`config.mk`:
```
export PLATFORM = sky130hd
export DESIGN_NAME = utf16le_to_utf8_transcoder
export DESIGN_NICKNAME = d
export VERILOG_FILES = /design/src/rtl/u2u_pkg.sv /design/src/rtl/u2u_decode.sv /design/src/rtl/u2u_serial.sv /design/src/rtl/utf16le_to_utf8_transcoder.sv
export SDC_FILE = /design/constraint.sdc
export NUM_CORES = 1
export LEC_CHECK = 0
export BUFFER_PORTS_ARGS = -buffer_cell sky130_fd_sc_hd__buf_2
export CELL_PAD_IN_SITES_DETAIL_PLACEMENT = 0
export CELL_PAD_IN_SITES_GLOBAL_PLACEMENT = 1
export CORE_MARGIN = 10
export CORE_UTILIZATION = 49
export DETAILED_ROUTE_END_ITERATION = 10
export PLACE_DENSITY_LB_ADDON = 0.12
export SLEW_MARGIN = 5
export SYNTH_ARGS = -nofsm -noshare
export SYNTH_HDL_FRONTEND = slang
export SYNTH_SLANG_ARGS = --single-unit
```
`constraint.sdc`:
```
create_clock -name clk -period 7.1 [get_ports clk]
set_input_delay 0.355 -clock clk [delete_from_list [all_inputs] [get_ports clk]]
set_output_delay 0.355 -clock clk [all_outputs]
set_load 0.01 [all_outputs]
```
`src/rtl/u2u_pkg.sv`:
```
// shared types and constants for the utf-16le to utf-8 transcoder
// no dependencies; used by u2u_decode, u2u_serial and the top level

package u2u_pkg;

  // status codes carried with every result
  localparam logic [2:0] ST_OK        = 3'd0;
  localparam logic [2:0] ST_ODD_LEN   = 3'd1;
  localparam logic [2:0] ST_TRUNC     = 3'd2;
  localparam logic [2:0] ST_BAD_PAIR  = 3'd3;
  localparam logic [2:0] ST_LONE_LOW  = 3'd4;

  // surrogate ranges
  localparam logic [15:0] HI_SURR_MIN = 16'hd800;
  localparam logic [15:0] HI_SURR_MAX = 16'hdbff;
  localparam logic [15:0] LO_SURR_MIN = 16'hdc00;
  localparam logic [15:0] LO_SURR_MAX = 16'hdfff;

  // code point limits for 1, 2 and 3 byte forms
  localparam logic [20:0] LIM_ONE   = 21'h00080;
  localparam logic [20:0] LIM_TWO   = 21'h00800;
  localparam logic [20:0] LIM_THREE = 21'h10000;

  // lead and continuation byte marks
  localparam logic [7:0] LEAD_TWO   = 8'hc0;
  localparam logic [7:0] LEAD_THREE = 8'he0;
  localparam logic [7:0] LEAD_FOUR  = 8'hf0;
  localparam logic [7:0] CONT_MARK  = 8'h80;

  // up to four result bytes produced by one input byte
  typedef struct packed {
    logic [3:0][7:0] bytes;     // bytes[0] goes out first
    logic [1:0]      last_idx;  // number of results minus one
    logic            bvalid;
    logic [2:0]      status;
    logic            str_last;  // final result closes the string
  } group_t;

endpackage

```
`src/rtl/u2u_decode.sv`:
```
// pairs bytes into code units, tracks surrogates and errors, builds a result group
// depends on u2u_pkg

module u2u_decode (
  input  logic            clk,
  input  logic            rst,
  input  logic            in_v,
  input  logic [7:0]      in_byte,
  input  logic            in_last,
  input  logic            grp_free,
  output logic            take,
  output logic            grp_load,
  output u2u_pkg::group_t grp
);

  logic [7:0] held_low_byte, held_low_byte_next;
  logic       have_low_byte, have_low_byte_next;
  logic [9:0] hs_bits, hs_bits_next;
  logic       have_hs, have_hs_next;
  logic [2:0] error_code, error_code_next;
  logic       in_error, in_error_next;

  logic        has_res;
  logic [15:0] unit;
  logic [20:0] supp_cp;

  function automatic u2u_pkg::group_t encode(input logic [20:0] cp);
    u2u_pkg::group_t g;
    g = '0;
    g.bvalid = 1'b1;
    g.status = u2u_pkg::ST_OK;
    if (cp < u2u_pkg::LIM_ONE) begin
      g.bytes[0] = cp[7:0];
      g.last_idx = 2'd0;
    end else if (cp < u2u_pkg::LIM_TWO) begin
      g.bytes[0] = u2u_pkg::LEAD_TWO | {3'b000, cp[10:6]};
      g.bytes[1] = u2u_pkg::CONT_MARK | {2'b00, cp[5:0]};
      g.last_idx = 2'd1;
    end else if (cp < u2u_pkg::LIM_THREE) begin
      g.bytes[0] = u2u_pkg::LEAD_THREE | {4'b0000, cp[15:12]};
      g.bytes[1] = u2u_pkg::CONT_MARK | {2'b00, cp[11:6]};
      g.bytes[2] = u2u_pkg::CONT_MARK | {2'b00, cp[5:0]};
      g.last_idx = 2'd2;
    end else begin
      g.bytes[0] = u2u_pkg::LEAD_FOUR | {5'b00000, cp[20:18]};
      g.bytes[1] = u2u_pkg::CONT_MARK | {2'b00, cp[17:12]};
      g.bytes[2] = u2u_pkg::CONT_MARK | {2'b00, cp[11:6]};
      g.bytes[3] = u2u_pkg::CONT_MARK | {2'b00, cp[5:0]};
      g.last_idx = 2'd3;
    end
    return g;
  endfunction

  assign unit    = {in_byte, held_low_byte};
  assign supp_cp = 21'h10000 + {1'b0, hs_bits, unit[9:0]};

  always_comb begin
    held_low_byte_next = held_low_byte;
    have_low_byte_next = have_low_byte;
    hs_bits_next       = hs_bits;
    have_hs_next       = have_hs;
    error_code_next    = error_code;
    in_error_next      = in_error;
    has_res            = 1'b0;
    grp                = '0;

    if (in_error) begin
      if (in_last) begin
        has_res    = 1'b1;
        grp.status = error_code;
      end
    end else if (!have_low_byte) begin
      if (in_last) begin
        has_res    = 1'b1;
        grp.status = u2u_pkg::ST_ODD_LEN;
      end else begin
        held_low_byte_next = in_byte;
        have_low_byte_next = 1'b1;
      end
    end else begin
      held_low_byte_next = '0;
      have_low_byte_next = 1'b0;
      if (have_hs) begin
        if (unit inside {[u2u_pkg::LO_SURR_MIN : u2u_pkg::LO_SURR_MAX]}) begin
          has_res      = 1'b1;
          grp          = encode(supp_cp);
          hs_bits_next = '0;
          have_hs_next = 1'b0;
        end else begin
          has_res    = 1'b1;
          grp.status = u2u_pkg::ST_BAD_PAIR;
        end
      end else if (unit inside {[u2u_pkg::HI_SURR_MIN : u2u_pkg::HI_SURR_MAX]}) begin
        if (in_last) begin
          has_res    = 1'b1;
          grp.status = u2u_pkg::ST_TRUNC;
        end else begin
          hs_bits_next = unit[9:0];
          have_hs_next = 1'b1;
        end
      end else if (unit inside {[u2u_pkg::LO_SURR_MIN : u2u_pkg::LO_SURR_MAX]}) begin
        has_res    = 1'b1;
        grp.status = u2u_pkg::ST_LONE_LOW;
      end else begin
        has_res = 1'b1;
        grp     = encode({5'b00000, unit});
      end
    end

    // a fresh error drops any pending unit and waits for the final byte
    if (!in_error && has_res && !grp.bvalid) begin
      held_low_byte_next = '0;
      have_low_byte_next = 1'b0;
      hs_bits_next       = '0;
      have_hs_next       = 1'b0;
      error_code_next    = grp.status;
      in_error_next      = 1'b1;
    end

    // the final byte always leaves the state as after reset
    if (in_last) begin
      held_low_byte_next = '0;
      have_low_byte_next = 1'b0;
      hs_bits_next       = '0;
      have_hs_next       = 1'b0;
      error_code_next    = u2u_pkg::ST_OK;
      in_error_next      = 1'b0;
    end

    grp.str_last = in_last;
  end

  // a byte with no result never waits for the serializer
  assign take     = in_v && (grp_free || !has_res);
  assign grp_load = take && has_res;

  always_ff @(posedge clk) begin
    if (rst) begin
      held_low_byte <= '0;
      have_low_byte <= 1'b0;
      hs_bits       <= '0;
      have_hs       <= 1'b0;
      error_code    <= u2u_pkg::ST_OK;
      in_error      <= 1'b0;
    end else if (take) begin
      held_low_byte <= held_low_byte_next;
      have_low_byte <= have_low_byte_next;
      hs_bits       <= hs_bits_next;
      have_hs       <= have_hs_next;
      error_code    <= error_code_next;
      in_error      <= in_error_next;
    end
  end

endmodule

```
`src/rtl/u2u_serial.sv`:
```
// result register: holds one group and hands its bytes out one per transaction
// depends on u2u_pkg

module u2u_serial (
  input  logic            clk,
  input  logic            rst,
  input  logic            grp_load,
  input  u2u_pkg::group_t grp_in,
  output logic            grp_free,
  output logic            out_valid,
  input  logic            out_stall,
  output logic [7:0]      out_byte,
  output logic            byte_valid,
  output logic [2:0]      status,
  output logic            run_end,
  output logic            string_end
);

  u2u_pkg::group_t grp;
  logic            grp_v;
  logic [1:0]      idx;
  logic            out_acc;
  logic            is_final;

  assign is_final = (idx == grp.last_idx);
  assign out_acc  = grp_v && !out_stall;
  assign grp_free = !grp_v || (out_acc && is_final);

  assign out_valid  = grp_v;
  assign out_byte   = grp.bytes[idx];
  assign byte_valid = grp.bvalid;
  assign status     = grp.status;
  assign run_end    = is_final;
  assign string_end = is_final && grp.str_last;

  always_ff @(posedge clk) begin
    if (grp_load) begin
      grp <= grp_in;
    end
  end

  always_ff @(posedge clk) begin
    if (rst) begin
      grp_v <= 1'b0;
      idx   <= '0;
    end else if (grp_load) begin
      grp_v <= 1'b1;
      idx   <= '0;
    end else if (out_acc && is_final) begin
      grp_v <= 1'b0;
      idx   <= '0;
    end else if (out_acc) begin
      idx <= idx + 2'd1;
    end
  end

endmodule

```
`src/rtl/utf16le_to_utf8_transcoder.sv`:
```
// top level of the utf-16le to utf-8 transcoder: input register, decoder, serializer
// depends on u2u_pkg, u2u_decode and u2u_serial
//
//   channel  handshake            payload
//   input    in_valid/in_stall    data_byte, last_byte
//   output   out_valid/out_stall  out_byte, byte_valid, status, run_end, string_end
//
// an input byte is held in the input register, then decodes into the result
// register, from which its first result is offered; it waits in the input register
// while the result register is still busy with the previous group
// the result register gives one output byte per cycle while out_stall is low; bytes
// that give no result pass at one per cycle
// a new byte is taken in the cycle the last byte of the previous group leaves
// synchronous reset clears the string state and both valid flags
// out_stall holds the current result and backs up into in_stall

module utf16le_to_utf8_transcoder (
  input  logic       clk,
  input  logic       rst,
  input  logic       in_valid,
  output logic       in_stall,
  input  logic [7:0] data_byte,
  input  logic       last_byte,
  output logic       out_valid,
  input  logic       out_stall,
  output logic [7:0] out_byte,
  output logic       byte_valid,
  output logic [2:0] status,
  output logic       run_end,
  output logic       string_end
);

  logic            in_v;
  logic [7:0]      in_byte;
  logic            in_last;
  logic            take;
  logic            grp_load;
  logic            grp_free;
  u2u_pkg::group_t grp;

  assign in_stall = in_v && !take;

  always_ff @(posedge clk) begin
    if (rst) begin
      in_v <= 1'b0;
    end else if (!in_stall) begin
      in_v <= in_valid;
    end
  end

  always_ff @(posedge clk) begin
    if (in_valid && !in_stall) begin
      in_byte <= data_byte;
      in_last <= last_byte;
    end
  end

  u2u_decode u_decode (
    .clk      (clk),
    .rst      (rst),
    .in_v     (in_v),
    .in_byte  (in_byte),
    .in_last  (in_last),
    .grp_free (grp_free),
    .take     (take),
    .grp_load (grp_load),
    .grp      (grp)
  );

  u2u_serial u_serial (
    .clk        (clk),
    .rst        (rst),
    .grp_load   (grp_load),
    .grp_in     (grp),
    .grp_free   (grp_free),
    .out_valid  (out_valid),
    .out_stall  (out_stall),
    .out_byte   (out_byte),
    .byte_valid (byte_valid),
    .status     (status),
    .run_end    (run_end),
    .string_end (string_end)
  );

endmodule

```
* Word level (Yosys, flattened, before mapping)
Index checks and enable logic that the tools add are counted.
** Storage, ports and cells
- Register bits after elaboration :: 76
- Output and inout port bits :: 16
** Operators by class
- $add $sub $neg :: 2
- Magnitude comparators :: 10
- Equal/unequal tests :: 3
- Multiplexer cells :: 63
- Bitwise operators :: 1
- Reduce and logical (&&, ||, !) cells :: 30
** Operators by type and width (count)
- 35-bit 2-to-1 mux :: 3
- 26-bit 2-to-1 mux :: 4
- 10-bit 2-to-1 mux :: 9
- 24-bit 2-to-1 mux :: 3
- 8-bit 2-to-1 mux :: 7
- 39-bit 2-to-1 mux :: 1
- 18-bit 2-to-1 mux :: 2
- 16-bit greater-or-equal comparator (second input constant) :: 2
- 16-bit less-or-equal comparator (second input constant) :: 2
- 1-bit 2-to-1 mux :: 23
- 17-bit by 20-bit adder with 21-bit output (first input constant) :: 1
- 21-bit by 12-bit < comparator with 1-bit output (second input constant) :: 1
- 21-bit by 17-bit < comparator with 1-bit output (second input constant) :: 1
- 21-bit by 8-bit < comparator with 1-bit output (second input constant) :: 1
- 3-bit 2-to-1 mux :: 7
- 8-bit binary-select mux with 2-bit select :: 1
- 16-bit by 12-bit < comparator with 1-bit output (second input constant) :: 1
- 16-bit by 8-bit < comparator with 1-bit output (second input constant) :: 1
- 16-bit 2-to-1 mux :: 1
- 1-bit logical AND :: 11
- 1-bit zero test :: 7
- 5-bit AND reduction :: 1
- 2-bit 2-to-1 mux :: 2
- 4-bit inequality test (second input constant) :: 1
- other kinds (13) :: 16

* Logic depth before layout (Yosys ltp)
- Word-level depth :: 15
- Gate-level depth with buffers :: 8
- Mapped depth without buffers :: 6

* Modules after synthesis
From an unflattened synthesis, not the netlist that was laid out.
** Second synthesis, totals
- Cells, all modules :: 395
- Area, all modules :: 4045.1 um^2
** By module, submodules not included
- u2u_decode :: instances 1, cells each 310, area each 2154.6 um^2, sequential area each 480.5 um^2
- u2u_serial :: instances 1, cells each 72, area each 1570.3 um^2, sequential area each 1231.2 um^2
- utf16le_to_utf8_transcoder :: instances 1, cells each 13, area each 320.3 um^2, sequential area each 290.3 um^2

* Least setup slack after synthesis
Ideal clock, no wire load.
- Path kind :: register -> register
- From :: register u_decode.in_error
- To :: register u_serial.grp, in the netlist u_serial.byte_valid (enable)
- Library setup time :: 427 ps
- Arrival time :: 2644 ps
- Setup slack :: 4029 ps
- Cell stages (with the launch flop) :: 7
- Buffers on the path :: 2
- Period minus slack after synthesis :: 3071 ps
- Path through :: dfxtp_1 buf_2 nor2b_1 buf_2 a2bb2oi_2 nand2_1 nor2_1
** On the way
- Longest elaborated chain between the ends :: 5
** Ends and longest elaborated chain
- from (decl) :: line u2u_decode.sv:21 : logic in_error, in_error_next;
- from (signal assigned) :: line u2u_decode.sv:151 : in_error <= in_error_next;
- 1-bit 2-to-1 mux * :: line u2u_decode.sv:67 : if (in_error) begin
- 1-bit zero test :: line u2u_decode.sv:134 : assign take = in_v && (grp_free || !has_res);
- 1-bit logical OR :: line u2u_decode.sv:134
- 1-bit logical AND :: line u2u_decode.sv:134
- 1-bit logical AND * :: line u2u_decode.sv:135 : assign grp_load = take && has_res;
- via grp_load :: line utf16le_to_utf8_transcoder.sv:37 : logic grp_load;
- to (signal assigned) :: line u2u_serial.sv:38 : grp <= grp_in;
- to (decl) :: line u2u_serial.sv:19 : u2u_pkg::group_t grp;
Mark *: on every way through the listed nets, which the timed path passes. The rest lies on a longest branch.
A chain may end at the register's enable or synchronous reset.

* Worst setup path after layout
- From :: register u_decode.in_error
- To :: register u_decode.hs_bits[5]
** On the way
- Longest elaborated chain between the ends :: 5
- Elaborated cells on any way between the ends :: 16
- Classes of those cells :: eq/ne (2); mux (4); reduce/logical (10)
** Ends and longest elaborated chain
- 1-bit 2-to-1 mux / 1-bit zero test (equally long branches) :: line u2u_decode.sv:67, u2u_decode.sv:111
- 1-bit logical AND (tied with other cells) :: line u2u_decode.sv:111 : if (!in_error && has_res && !grp.bvalid) begin
- 1-bit logical AND / 1-bit logical OR (equally long branches) :: line u2u_decode.sv:111, u2u_decode.sv:134
- 4-bit inequality test (no line) (tied with other cells)
- 5-bit AND reduction (no line) / 10-bit 2-to-1 mux (equally long branches)
- to (signal assigned) :: line u2u_decode.sv:148 : hs_bits <= hs_bits_next;
- to (decl) :: line u2u_decode.sv:18 : logic [9:0] hs_bits, hs_bits_next;
Several ways; a longest one is shown, not always the timed one.

==> metrics.txt <==
R2R depth=4; DRT iter0 DRCs=between 200 and 300; Critical Path Max Stage Delay=around 960 ps; Finished Layout Cells=~500; die height=110 um; DRC=0; ys flop type=edfxtp_1; cell area after synthesis=between 3000 and 4000 um^2; Simple-Gate Fraction of Synth Area=20.6%; Sink Count=around 70; first-pass GRT wire length=~16000 um; CP required=around 7400 ps; vias in the first global route=approximately 2900; setup total negative slack=0 ps; final net count=between 400 and 500; diode count=0; clock root cell=clkbuf_8; via count=3038; Critical Path AT=between 3000 and 4000 ps; DIE AREA=approximately 12000 um^2; DRT Pass-1 Iters=6; Setup Skew=about 6.6 ps; crit-path cells=nand2b_1, nor2_1, o21ai_1, mux2i_1; Post-Place Cells=around 480; CTS Buf Count=9; Hold Fails Final Rpt=0; min-delay worst type=in -> reg; post-route ant nets=0; largest family of logic cells by synthesized area=simple AND/OR/NAND/NOR gates; Cells after Synth=between 300 and 400; mux contribution to synthesized area=~8.6%; sequential share of the synthesized area=a little under half; CTS max path bufs=2; post-cts resize count=0; critical path's slowest cell=o21ai_1; PD cells=a little over 200 nW/um^2; Critical Path End Type=flip-flop; GRT overflow=0; Initial Util=~51%; Chip Width=110 um; Avg Cell Area, Syn=between 10 and 15 um^2; pin count of the biggest net entering global routing=32; final setup fails=0; actual slew at the worst max-slew pin=roughly 1200 ps; vias per cell=between 6 and 7; number of synthesized flops with an enable pin=44; WL final=~9600 um; dpl hpwl=6810 um; asr flop ratio synth=0%; Final min period=~2700 ps; Core Box Area=7810 um^2; Ports=29; Clock H-tree levels=3; Area growth, synth to finish=7.58%; Max VDD drop=around 0.12 mV; CP startpoint kind=flip-flop; FP Rows=32; share of layout cells above drive strength 1=between 10% and 20%; RePlAce Congestion=between 0.8 and 0.9; clk_lat worst skew=~350 ps; Max Freq=about 370 MHz; compound-gate portion of the synthesized area=between 10% and 20%; #FFs+latches synth=72; Yosys warnings=0; Adder-Cell Fraction of Synth Area=0.316%; CTS Hold Buffers Added=0; GRT Resource Usage Total=16.7%; Routed wire per std cell=between 15 and 20 um; status=finished, final reports clean; fillers=724; Setup Crit Path Kind=reg -> reg; Post-CTS Setup Bufs=0; post-layout util=about 55%; RSZ-0062 raised after global routing=false; Worst slew margin=19.1%; worst hold path cell count=1; CTS tree=built; synth unique cells=63; IO buf count=28; area of placed instances=between 4000 and 5000 um^2; Worst Path Max Fanout=27; total power draw=~860 uW; Final Cycle Share=between 30% and 40%; final instance area=around 4300 um^2; Clock transition at path regs=70 ps; Max Cap Viol=0; initial antenna violation count=0; syn_nets=396; Max Transition Viols Final=0; post-synthesis xor/xnor area fraction=less than 1%; P_leak=about 1.4 nW
[report_power, final]
| group | internal [mW] | total (mW) | switching (mW) |
|---|---|---|---|
| logic | 0.0286 | 0.0716 | 0.0430 |
| registers | 0.458 | 0.478 | 0.0206 |
| clock network | 0.158 | 0.310 | 0.152 |
| total | 0.645 | 0.860 | 0.215 |
[registers in the layout, summed over array words and instances, names as in the netlist, 2 cells and up]
signal                  flops
in_byte                     8
u_decode.error_code         3
u_decode.held_low_byte      8
u_decode.hs_bits           10
u_serial.grp               31
u_serial.idx                2
u_serial.status             3
[final timing paths]
check,endpoint,slack [ps],start
worst max-delay path,u_decode.hs_bits[5],4370,u_decode.in_error
worst min-delay path,in_last,180,last_byte
worst max register to register,u_decode.hs_bits[5],4370,u_decode.in_error
worst min register to register,u_decode.error_code[0],480,u_decode.error_code[0]
[worst max-delay path, delay by kind of cell, from the launching register on]
kind	cells	cell delay [ps]
compound gates	1	960
mux	1	270
flops	1	500
simple gates	2	920
[Yosys cell counts, types with 3 or more instances]
| cell | count | area, um^2 |
|---|---|---|
| edfxtp_1 | 44 | 1320 |
| nand2_1 | 33 | 124 |
| a21oi_1 | 31 | 155 |
| dfxtp_1 | 28 | 561 |
| o21ai_0 | 28 | 140 |
| nand2b_1 | 24 | 150 |
| nor2_1 | 17 | 63.8 |
| mux2i_1 | 16 | 160 |
| clkbuf_1 | 15 | 56.3 |
| nand3_1 | 15 | 75.1 |
| a31oi_1 | 10 | 62.6 |
| and2_1 | 10 | 62.6 |
| inv_1 | 7 | 26.3 |
| mux4_2 | 7 | 158 |
| buf_4 | 6 | 45.0 |
| buf_2 | 5 | 25.0 |
| nor2b_1 | 5 | 31.3 |
| nor3_1 | 5 | 25.0 |
| a22oi_1 | 4 | 30.0 |
| o22ai_1 | 4 | 25.0 |
| o31ai_1 | 4 | 30.0 |
| buf_6 | 3 | 33.8 |
| nor3_2 | 3 | 30.0 |
| o211ai_1 | 3 | 22.5 |
| o21ai_1 | 3 | 15.0 |
| xor2_1 | 3 | 26.3 |
[kinds of logic after synthesis]
| logic type | after synthesis |
|---|---|
| and+or+nand+nor | 138 |
| AOI/OAI and AO/OA | 106 |
| DFF | 72 |
| buffers and inverters | 37 |
| muxes | 25 |
| xor gates and xnor gates | 3 |
| adders and majority gates | 1 |
[layout by cell type (no fill, tap or decap), types with 5 or more instances in the layout]
| cell | synthesis | layout |
|---|---|---|
| o21ai_0 | 28 | 28 |
| mux4_2 | 7 | 7 |
| a31oi_1 | 10 | 10 |
| edfxtp_1 | 44 | 44 |
| nor3_1 | 5 | 5 |
| nand2_1 | 33 | 33 |
| clkbuf_8 | 0 | 9 |
| nor2b_1 | 5 | 5 |
| mux2i_1 | 16 | 16 |
| buf_2 | 5 | 28 |
| and2_1 | 10 | 10 |
| a21oi_1 | 31 | 31 |
| inv_1 | 7 | 7 |
| nand3_1 | 15 | 15 |
| dfxtp_1 | 28 | 28 |
| nor2_1 | 17 | 16 |
| nand2b_1 | 24 | 24 |
[cell type report]
cell class,instances,area [um^2],area share (%)
clock buffer,9,124,2.91
clock inverter,7,62.6,1.47
inverter,7,26.3,0.617
multi-input combinational,273,1890,44.4
sequential,72,1880,44.2
tap,102,128,2.99
timing repair buffer,29,148,3.46
[through the flow]
step / hold WS, ps / worst slack (ps)
5_1_grt: 156 / 4230
2_1_floorplan: 449 / 4030
3_3_place_gp: 464 / 4490
6_report: 177 / 4370
4_1_cts: 158 / 4420
3_5_place_dp: 471 / 4440
[per-layer routing]
metal / track usage [%] / up-vias / wire length [um]
met5: 0 / - / 0
met4: 7.25 / 0 / 215
met3: 4.51 / 22 / 739
met2: 24.4 / 127 / 4330
met1: 22.5 / 1448 / 4290
li1: - / 1441 / -
Power figures use the tool's default switching activity.
